<file path="config.mk">
export PLATFORM = sky130hd
export DESIGN_NAME = base64_stream_encoder
export DESIGN_NICKNAME = d
export VERILOG_FILES = /design/src/hw/rtl/b64enc_pkg.sv /design/src/hw/rtl/b64enc_front.sv /design/src/hw/rtl/b64enc_queue.sv /design/src/hw/rtl/b64enc_back.sv /design/src/hw/rtl/base64_stream_encoder.sv
export SDC_FILE = /design/constraint.sdc
export NUM_CORES = 1
export LEC_CHECK = 0
export BUFFER_PORTS_ARGS = -buffer_cell sky130_fd_sc_hd__buf_2
export CAP_MARGIN = 0
export CELL_PAD_IN_SITES_DETAIL_PLACEMENT = 0
export CELL_PAD_IN_SITES_GLOBAL_PLACEMENT = 1
export CORE_UTILIZATION = 26
export DETAILED_ROUTE_END_ITERATION = 7
export HOLD_SLACK_MARGIN = 0.08
export MAX_ROUTING_LAYER = met4
export PLACE_DENSITY_LB_ADDON = 0.1
export SLEW_MARGIN = 20
export SYNTH_ARGS = -nofsm -noshare
export SYNTH_HDL_FRONTEND = slang
export SYNTH_SLANG_ARGS = --single-unit
</file>
<file path="constraint.sdc">
create_clock -name clk_i -period 3.5 [get_ports clk_i]
set_clock_uncertainty 0.2 [all_clocks]
set_input_delay 0 -clock clk_i [delete_from_list [all_inputs] [get_ports clk_i]]
set_output_delay 0 -clock clk_i [all_outputs]
set_load 0.03 [all_outputs]
</file>
<file path="src/hw/rtl/b64enc_pkg.sv">
`timescale 1ns / 1ps
// ----------------------------------------------------------------------------
// b64enc_pkg
// Shared types, constants and the sextet-to-ASCII map for the base64 encoder.
// ----------------------------------------------------------------------------
package b64enc_pkg;

  // Default depth of the group queue between front and back
  localparam int unsigned QueueDepth = 2;

  // '=' padding character
  localparam logic [7:0] PadChar = 8'h3D;

  // Input beat: one raw message byte
  typedef struct packed {
    logic [7:0] data_byte;
    logic       end_of_message;
  } in_beat_t;

  // Output beat: one encoded character
  typedef struct packed {
    logic [7:0] out_char;
    logic       last_char;
  } out_beat_t;

  // One 3-byte group, zero-filled when partial
  typedef struct packed {
    logic [23:0] bits;      // b0, b1, b2 from MSB down
    logic [1:0]  pad_cnt;   // trailing '=' characters (0..2)
    logic        last;      // group closes the message
  } group_t;

  // Back-end status for checking
  typedef struct packed {
    logic       pop;
    logic [1:0] char_idx;
  } back_stat_t;

  // Standard alphabet: A-Z, a-z, 0-9, '+', '/'
  function automatic logic [7:0] sextet_char(input logic [5:0] v);
    logic [7:0] ch;
    ch = 8'h2F;
    if (v < 6'd26) begin
      ch = 8'h41 + {2'b00, v};
    end else if (v < 6'd52) begin
      ch = 8'h61 + {2'b00, v - 6'd26};
    end else if (v < 6'd62) begin
      ch = 8'h30 + {2'b00, v - 6'd52};
    end else if (v == 6'd62) begin
      ch = 8'h2B;
    end
    return ch;
  endfunction

endpackage

</file>
<file path="src/hw/rtl/b64enc_front.sv">
`timescale 1ns / 1ps
`default_nettype none
// ----------------------------------------------------------------------------
// b64enc_front
// Accepts message bytes, holds up to two pending bytes and pushes complete or
// final (zero-filled) groups into the queue.
// ----------------------------------------------------------------------------
module b64enc_front (
  input  wire logic                clk_i,
  input  wire logic                rst_ni,
  input  wire logic                in_valid_i,
  output      logic                in_ready_o,
  input  wire b64enc_pkg::in_beat_t in_beat_i,
  output      logic                push_o,
  output      b64enc_pkg::group_t  push_group_o,
  input  wire logic                full_i
);

  logic [1:0] cnt_q, cnt_d;
  logic [7:0] pend0_q, pend0_d;
  logic [7:0] pend1_q, pend1_d;
  logic       accept;
  logic [7:0] b;
  logic       eom;

  assign in_ready_o = !full_i;
  assign accept     = in_valid_i && !full_i;
  assign b          = in_beat_i.data_byte;
  assign eom        = in_beat_i.end_of_message;

  // Group assembly and pending-byte update
  always_comb begin
    cnt_d        = cnt_q;
    pend0_d      = pend0_q;
    pend1_d      = pend1_q;
    push_o       = 1'b0;
    push_group_o = '0;
    if (accept) begin
      if (cnt_q >= 2'd2) begin
        push_o               = 1'b1;
        push_group_o.bits    = {pend0_q, pend1_q, b};
        push_group_o.pad_cnt = 2'd0;
        push_group_o.last    = eom;
        cnt_d                = 2'd0;
      end else if (eom) begin
        push_o            = 1'b1;
        push_group_o.last = 1'b1;
        if (cnt_q == 2'd0) begin
          push_group_o.bits    = {b, 16'h0000};
          push_group_o.pad_cnt = 2'd2;
        end else begin
          push_group_o.bits    = {pend0_q, b, 8'h00};
          push_group_o.pad_cnt = 2'd1;
        end
        cnt_d = 2'd0;
      end else begin
        if (cnt_q == 2'd0) begin
          pend0_d = b;
        end else begin
          pend1_d = b;
        end
        cnt_d = cnt_q + 2'd1;
      end
    end
  end

  // Pending count
  always_ff @(posedge clk_i or negedge rst_ni) begin
    if (!rst_ni) begin
      cnt_q <= 2'd0;
    end else begin
      cnt_q <= cnt_d;
    end
  end

  // Held bytes (payload, no reset)
  always_ff @(posedge clk_i) begin
    pend0_q <= pend0_d;
    pend1_q <= pend1_d;
  end

endmodule
`default_nettype wire

</file>
<file path="src/hw/rtl/b64enc_queue.sv">
`timescale 1ns / 1ps
`default_nettype none
// ----------------------------------------------------------------------------
// b64enc_queue
// Short FIFO of groups between the front and the back.
// ----------------------------------------------------------------------------
module b64enc_queue #(
  parameter int unsigned Depth = b64enc_pkg::QueueDepth
) (
  input  wire logic               clk_i,
  input  wire logic               rst_ni,
  input  wire logic               push_i,
  input  wire b64enc_pkg::group_t push_group_i,
  output      logic               full_o,
  output      logic               valid_o,
  output      b64enc_pkg::group_t group_o,
  input  wire logic               pop_i
);

  localparam int unsigned PtrW = (Depth > 1) ? $clog2(Depth) : 1;
  localparam int unsigned CntW = $clog2(Depth + 1);
  localparam logic [PtrW-1:0] LastPtr = PtrW'(Depth - 1);
  localparam logic [CntW-1:0] FullCnt = CntW'(Depth);

  b64enc_pkg::group_t mem_q [Depth];
  logic [PtrW-1:0] wr_ptr_q, rd_ptr_q;
  logic [CntW-1:0] cnt_q;
  logic            do_push, do_pop;

  assign full_o  = (cnt_q == FullCnt);
  assign valid_o = (cnt_q != '0);
  assign group_o = mem_q[rd_ptr_q];
  assign do_push = push_i && !full_o;
  assign do_pop  = pop_i && valid_o;

  // Pointers and fill count
  always_ff @(posedge clk_i or negedge rst_ni) begin
    if (!rst_ni) begin
      wr_ptr_q <= '0;
      rd_ptr_q <= '0;
      cnt_q    <= '0;
    end else begin
      if (do_push) begin
        wr_ptr_q <= (wr_ptr_q == LastPtr) ? '0 : wr_ptr_q + 1'b1;
      end
      if (do_pop) begin
        rd_ptr_q <= (rd_ptr_q == LastPtr) ? '0 : rd_ptr_q + 1'b1;
      end
      if (do_push && !do_pop) begin
        cnt_q <= cnt_q + 1'b1;
      end else if (do_pop && !do_push) begin
        cnt_q <= cnt_q - 1'b1;
      end
    end
  end

  // Entry storage
  always_ff @(posedge clk_i) begin
    if (do_push) begin
      mem_q[wr_ptr_q] <= push_group_i;
    end
  end

endmodule
`default_nettype wire

</file>
<file path="src/hw/rtl/b64enc_back.sv">
`timescale 1ns / 1ps
`default_nettype none
// ----------------------------------------------------------------------------
// b64enc_back
// Walks the head group one sextet per cycle, unless stalled, into a registered
// output beat, substituting '=' for padded positions.
// ----------------------------------------------------------------------------
module b64enc_back (
  input  wire logic                  clk_i,
  input  wire logic                  rst_ni,
  input  wire logic                  q_valid_i,
  input  wire b64enc_pkg::group_t    q_group_i,
  output      b64enc_pkg::back_stat_t stat_o,
  output      logic                  out_valid_o,
  input  wire logic                  out_ready_i,
  output      b64enc_pkg::out_beat_t out_beat_o
);

  logic [1:0]            idx_q;
  logic                  out_valid_q;
  b64enc_pkg::out_beat_t out_q, out_d;
  logic                  load;
  logic [5:0]            sextet;
  logic                  is_pad;

  assign load   = q_valid_i && (!out_valid_q || out_ready_i);
  assign stat_o.pop      = load && (idx_q == 2'd3);
  assign stat_o.char_idx = idx_q;

  // Select the current sextet and its character
  always_comb begin
    case (idx_q)
      2'd0:    sextet = q_group_i.bits[23:18];
      2'd1:    sextet = q_group_i.bits[17:12];
      2'd2:    sextet = q_group_i.bits[11:6];
      default: sextet = q_group_i.bits[5:0];
    endcase
    is_pad = ({1'b0, idx_q} + {1'b0, q_group_i.pad_cnt}) > 3'd3;
    out_d.out_char  = is_pad ? b64enc_pkg::PadChar : b64enc_pkg::sextet_char(sextet);
    out_d.last_char = q_group_i.last && (idx_q == 2'd3);
  end

  // Character index and output valid
  always_ff @(posedge clk_i or negedge rst_ni) begin
    if (!rst_ni) begin
      idx_q       <= 2'd0;
      out_valid_q <= 1'b0;
    end else begin
      if (load) begin
        idx_q       <= idx_q + 2'd1;
        out_valid_q <= 1'b1;
      end else if (out_ready_i) begin
        out_valid_q <= 1'b0;
      end
    end
  end

  // Output beat register
  always_ff @(posedge clk_i) begin
    if (load) begin
      out_q <= out_d;
    end
  end

  assign out_valid_o = out_valid_q;
  assign out_beat_o  = out_q;

endmodule
`default_nettype wire

</file>
<file path="src/hw/rtl/base64_stream_encoder.sv">
// Order: a byte that closes a group is written into the queue, then its
//   first character is registered into the output beat; the rest follow
//   one per cycle unless stalled.
// Throughput: one character per cycle from the output register, unless stalled.
// Reset (async, active low) clears the pending count, queue pointers, the
//   character index and the output valid.
`timescale 1ns / 1ps
`default_nettype none
// ----------------------------------------------------------------------------
// base64_stream_encoder
// Streaming base64 encoder: front groups bytes, queue decouples, back emits.
// ----------------------------------------------------------------------------
module base64_stream_encoder #(
  parameter int unsigned QueueDepth = b64enc_pkg::QueueDepth
) (
  input  wire logic                  clk_i,
  input  wire logic                  rst_ni,
  input  wire logic                  in_valid_i,
  output      logic                  in_ready_o,
  input  wire b64enc_pkg::in_beat_t  in_beat_i,
  output      logic                  out_valid_o,
  input  wire logic                  out_ready_i,
  output      b64enc_pkg::out_beat_t out_beat_o
);

  logic                   push;
  b64enc_pkg::group_t     push_group;
  logic                   q_full;
  logic                   q_valid;
  b64enc_pkg::group_t     q_group;
  b64enc_pkg::back_stat_t back_stat;

  // Byte intake and grouping
  b64enc_front u_front (
    .clk_i        (clk_i),
    .rst_ni       (rst_ni),
    .in_valid_i   (in_valid_i),
    .in_ready_o   (in_ready_o),
    .in_beat_i    (in_beat_i),
    .push_o       (push),
    .push_group_o (push_group),
    .full_i       (q_full)
  );

  // Group queue
  b64enc_queue #(
    .Depth (QueueDepth)
  ) u_queue (
    .clk_i        (clk_i),
    .rst_ni       (rst_ni),
    .push_i       (push),
    .push_group_i (push_group),
    .full_o       (q_full),
    .valid_o      (q_valid),
    .group_o      (q_group),
    .pop_i        (back_stat.pop)
  );

  // Character emission
  b64enc_back u_back (
    .clk_i       (clk_i),
    .rst_ni      (rst_ni),
    .q_valid_i   (q_valid),
    .q_group_i   (q_group),
    .stat_o      (back_stat),
    .out_valid_o (out_valid_o),
    .out_ready_i (out_ready_i),
    .out_beat_o  (out_beat_o)
  );

`ifndef SYNTHESIS
  // A group is only retired when the queue holds one
  assert property (@(posedge clk_i) disable iff (!rst_ni)
    back_stat.pop |-> q_valid)
    else $error("group popped from empty queue");

  // The front never pushes into a full queue
  assert property (@(posedge clk_i) disable iff (!rst_ni)
    push |-> !q_full)
    else $error("group pushed into full queue");

  // A pending end-of-message character is the fourth of its group
  assert property (@(posedge clk_i) disable iff (!rst_ni)
    (out_valid_o && out_beat_o.last_char) |-> (back_stat.char_idx == 2'd0))
    else $error("end marker not on fourth character");

  // An accepted final byte always leads to a group in the queue
  assert property (@(posedge clk_i) disable iff (!rst_ni)
    (in_valid_i && in_ready_o && in_beat_i.end_of_message) |=> q_valid)
    else $error("final byte produced no group");
`endif

endmodule
`default_nettype wire

</file>
==> results of run 1 <==
state kept, by name (all words and copies together) (netlist names), 2 cells and up:
signal,cells
u_queue.mem_q,54
u_back.out_beat_o,9
u_front.pend0_q,8
u_front.pend1_q,8
u_back.idx_q,2
u_front.cnt_q,2
u_queue.cnt_q,2
repair_timing:
item / 4_1_cts / 5_1_grt
setup endpoints to repair: 0 / 6
resized for setup: 0 / 2
endpoints found under the hold margin: 79 / 0
hold buffers: 13 / 0
routing by layer:
metal / track usage / part of all wire
met5: - / 0
met2: 0.199 / 0.47
met1: 0.156 / 0.48
met4: 0.0588 / 0.017
met3: 0.0264 / 0.032
worst max-delay path, stage by stage (launching register included):
cell,delay (ps)
dfrtp_1,430
ha_1,310
nor2b_1,310
nand3_1,120
and3_4,230
inv_2,120
ha_1,150
nor2b_1,220
o31ai_1,110
or4b_4,500
and3_4,210
nor3b_2,170
logic make-up (layout without fill, tap and decap cells):
logic type / Yosys count / in the layout / synth area share
AO/OA/AOI/OAI: 69 / 69 / 0.121
multiplexers: 10 / 10 / 0.0291
flip-flops: 88 / 88 / 0.616
buffers and inverters: 32 / 93 / 0.0320
AND/OR/NAND/NOR: 95 / 95 / 0.115
XOR/XNOR: 15 / 15 / 0.0312
adder cells (fa/ha/maj): 19 / 19 / 0.0564
cells in the final DEF (no fill, tap or decap), types with 9 or more instances in the layout:
| master | synthesis | final |
|---|---|---|
| edfxtp_1 | 79 | 79 |
| nand2_1 | 33 | 33 |
| buf_2 | 6 | 23 |
| buf_4 | 0 | 22 |
| inv_1 | 17 | 17 |
| ha_1 | 19 | 17 |
| a22oi_1 | 15 | 15 |
| nor2_1 | 16 | 14 |
| dlygate4sd3_1 | 0 | 13 |
| o21ai_0 | 12 | 12 |
| nand3_1 | 12 | 12 |
| clkbuf_16 | 0 | 9 |
| dfrtp_1 | 9 | 9 |
path summary, 6_finish.rpt:
path	start	end	slack, ps	cells past startpoint
hold reg to reg	u_queue.cnt_q[1]	u_queue.cnt_q[1]	290	1
max in group asynchronous	rst_ni	u_back.idx_q[0]	2310	3
hold / removal	out_ready_i	u_back.out_valid_o	200	3
min in group asynchronous	rst_ni	u_front.cnt_q[1]	470	3
setup / recovery	u_back.idx_q[0]	u_back.out_beat_o[8]	280	11
setup reg to reg	u_back.idx_q[0]	u_back.out_beat_o[8]	280	11
metrics by stage:
stage | std cells | util | setup slack [ps]
floorplan | 328 | - | 226
global placement | 576 | 0.296 | 150
detailed placement | 576 | 0.296 | 206
CTS | 605 | 0.324 | 177
global route | 605 | 0.325 | 43.0
finish | 605 | 0.325 | 283
final cells by class:
type	count	area, um^2	area share
flip-flops and latches	88	2600	0.504
multi-input cells	208	1500	0.290
clock inverters	7	86.3	0.0167
repair buffers	58	410	0.0796
inverters	19	71.3	0.0138
well taps	216	270	0.0524
clock buffers	9	225	0.0437
==> qor.csv, run 1 <==
metric,value,unit
warnings from Yosys,0,
"Avg Cell Area, Syn",12.9,um^2
gr ovfl total,0,
"Area growth, synth to finish",22.3,%
drt via density,4.47,
Die W,129,um
drt first pass iters,4,
TritonCTS clock tree,built,
Die H,129,um
unrepaired setup endpoints after global routing,false,
DRT iter0 DRCs,219,
Max Fclk,0.311,GHz
clock sinks,88,
core area,15900,um^2
post-synthesis sequential area ratio,0.616,
Final period util,0.919,
Hold Path Class,in -> reg,
top cell type's share of synthesized area,0.563,
max cap viols,0,
post-CTS setup buffer count,0,
Tot GR Track Use,0.126,
# fillers,1628,
Yosys reg bits,88,
"EDFF count, synth",79,
post-synthesis cell area,4220,um^2
unique cell type count in the Yosys netlist,51,
I/O pin count,24,
critical path required time,3490,ps
status,completed,
syn nets,360,
Post-synth ARST share,0.102,
vias in the first global route,2659,
largest net degree at the start of global routing,28,
post-route minimum period,3220,ps
Worst setup SP type,flop,
top-count cell post-synth,edfxtp_1,
gpl congestion,0.778,
Routed WL,9220,um
"Top FF cell, synth",edfxtp_1,
CTS max path bufs,2,
via count,2702,
Setup CP Type,reg -> reg,
CP Capture Type,flop,
die area,16700,um^2
CTS root buffer,clkbuf_16,
Fin. Hold Viols,0,
Slew Limit Fails,0,
Initial Util,0.265,
WP data arrival,3210,ps
proportion of layout cells with a drive suffix above 1,0.190,
first-pass GRT wire length,14900,um
Slew @ Worst Pin,682,ps
post-synth top area cell,edfxtp_1,
HPWL reported at the end of detailed placement,6740,um
top area cells in the synthesized netlist,"edfxtp_1 (56%), ha_1 (5.6%), dfrtp_1 (5.3%)",
Ant. Diodes,0,
TritonCTS Buffers,9,
initial antenna violation count,0,
Synth top cells by count,"edfxtp_1 (79), nand2_1 (33), ha_1 (19), inv_1 (17), nor2_1 (16)",
remaining antenna violation count,0,
hold slack final,199,ps
WL/cell,15.2,um
H-tree depth,3,
Skew-Pair Late Insertion Delay,340,ps
Slew headroom,0.541,
Crit Path Max Fanout,7,
Syn Inst Count,328,
TNS Setup,0,ps
row count,46,
clock-pin transition on the worst setup and hold timing paths,60,ps
Setup Viol. Count Final,0,
cell area after layout,5160,um^2
DP Area,4710,um^2
Layout Nets,416,
Port Buffers,23,
Remaining DRCs,0,
Power of run 1 is left out: the tool's default activity adds up to more than one toggle a clock period on the data nets, which glitch-free logic cannot reach.
==> run 2: changes to the inputs <==
--- a/config.mk
+++ b/config.mk
@@ -5,12 +5,12 @@
 export SDC_FILE = /design/constraint.sdc
 export NUM_CORES = 1
 export LEC_CHECK = 0
-export BUFFER_PORTS_ARGS = -buffer_cell sky130_fd_sc_hd__buf_2
 export CAP_MARGIN = 0
 export CELL_PAD_IN_SITES_DETAIL_PLACEMENT = 0
 export CELL_PAD_IN_SITES_GLOBAL_PLACEMENT = 1
 export CORE_UTILIZATION = 26
 export DETAILED_ROUTE_END_ITERATION = 7
+export DONT_BUFFER_PORTS = 1
 export HOLD_SLACK_MARGIN = 0.08
 export MAX_ROUTING_LAYER = met4
 export PLACE_DENSITY_LB_ADDON = 0.1
==> run 2 against run 1 <==
Effect of this change:
- critical path depth is 1 lower
- cell count is 4.0% lower
- count of clock-buffer cells in the layout stayed put
- global-route usage is 0.39 points higher
- worst setup slack worse by 8.4 ps
- routed wire length is 3.9% higher
- final area is 2.1% lower
- non-clock buffer count is 24 lower
- die area stayed put
- via count is 2.6% lower
- first-iteration DRC count is 13% lower
- critical endpoint is now u_back.out_beat_o[6]
==> qor.csv, run 2 (synthesis results as in run 1) <==
metric,value,unit
max FFs per register,54,
largest net degree at the start of global routing,28,
TritonCTS Buffers,9,
vias in the first global route,2657,
Hold Path Class,in -> reg,
placed insts,550,
Tot GR Track Use,0.130,
Setup CP Type,reg -> reg,
CTS root buffer,clkbuf_16,
Layout Nets,392,
Initial Util,0.265,
unrepaired setup endpoints after global routing,false,
core area,15900,um^2
row count,46,
WP data arrival,3080,ps
Setup Viol. Count Final,0,
Crit Path Max Fanout,12,
Remaining DRCs,0,
gr ovfl total,0,
Top reg by flops,u_queue.mem_q,
clock-pin transition on the worst setup and hold timing paths,70,ps
die area,16700,um^2
"Area growth, synth to finish",19.7,%
clock sinks,88,
Slew @ Worst Pin,890,ps
HPWL reported at the end of detailed placement,6870,um
status,completed,
Port Buffers,0,
drt via density,4.53,
fin cells,581,
Max Fclk,0.310,GHz
fin util,0.318,
Skew-Pair Late Insertion Delay,340,ps
drt first pass iters,4,
WL/cell,16.5,um
first-pass GRT wire length,15400,um
Die H,129,um
Routed WL,9580,um
via count,2633,
DRT iter0 DRCs,191,
post-CTS setup buffer count,0,
CP Capture Type,flop,
Slew headroom,0.404,
Fin. Hold Viols,0,
Die W,129,um
CTS max path bufs,2,
Final period util,0.922,
most frequent cells in the layout,"edfxtp_1 (79), nand2_1 (33), buf_4 (18)",
proportion of layout cells with a drive suffix above 1,0.140,
post-route minimum period,3230,ps
initial antenna violation count,0,
I/O pin count,24,
Ant. Diodes,0,
Worst setup SP type,flop,
remaining antenna violation count,0,
Slew Limit Fails,0,
gpl congestion,0.736,
TritonCTS clock tree,built,
critical path required time,3350,ps
TNS Setup,0,ps
H-tree depth,3,
max cap viols,0,
hold slack final,132,ps
"commonest non-fill, non-tap cell in the layout",edfxtp_1,
-- run 2: cell count changes in the layout (fill, tap and decap cells not counted), sizes merged --
cell | previous run | this run
bufinv | 2 | 1
dlygate4sd3 | 13 | 15
clkinvlp | 0 | 2
buf | 45 | 19
inv | 18 | 20
clkinv | 6 | 3
-- run 2: path summary, 6_finish.rpt --
check	to	cells past startpoint	slack, ps	start
worst max-delay path	u_back.out_beat_o[6]	10	270	u_back.idx_q[0]
worst min-delay path	u_back.out_valid_o	2	130	out_ready_i
worst max register to register	u_back.out_beat_o[6]	10	270	u_back.idx_q[0]
worst min register to register	u_queue.cnt_q[1]	1	300	u_queue.cnt_q[1]
max in group asynchronous	u_back.idx_q[1]	2	2340	rst_ni
min in group asynchronous	u_back.idx_q[0]	2	420	rst_ni
-- run 2: cell type report --
cell class / count / area [um^2]
fill: 1642 / 10800
sequential: 88 / 2600
multi-input combinational: 208 / 1500
timing repair buffer: 34 / 305
tap: 216 / 270
clock buffer: 9 / 225
clock inverter: 7 / 78.8
inverter: 19 / 71.3
-- run 2: per-layer routing --
metal,GRT usage,part of all wire
met5,-,0
met4,0.0498,0.0086
met3,0.0289,0.026
met2,0.199,0.47
met1,0.168,0.50
-- run 2: timing repair --
| item | CTS | global route |
|---|---|---|
| setup endpoints to repair | 0 | 6 |
| hold endpoints to repair | 110 | 0 |
| hold buffers | 15 | 0 |
| gates resized for setup | 0 | 4 |
-- run 2: metrics by stage --
stage	worst slack, ps	cell area [um^2]
after floorplan	226	4220
after global placement	141	4580
after detailed placement	120	4580
after CTS	107	5040
after global routing	24.5	5050
final	274	5050
-- run 2: worst max-delay path: stages, from the launching register on --
cell      delay, ps
dfrtp_1         430
inv_1           140
ha_2            340
a22oi_1         130
nand3_1         110
nand3_2         240
ha_1            330
or4_1           590
a21o_1          190
mux2i_1         130
o211ai_1        110
Power of run 2 is left out for the same reason.
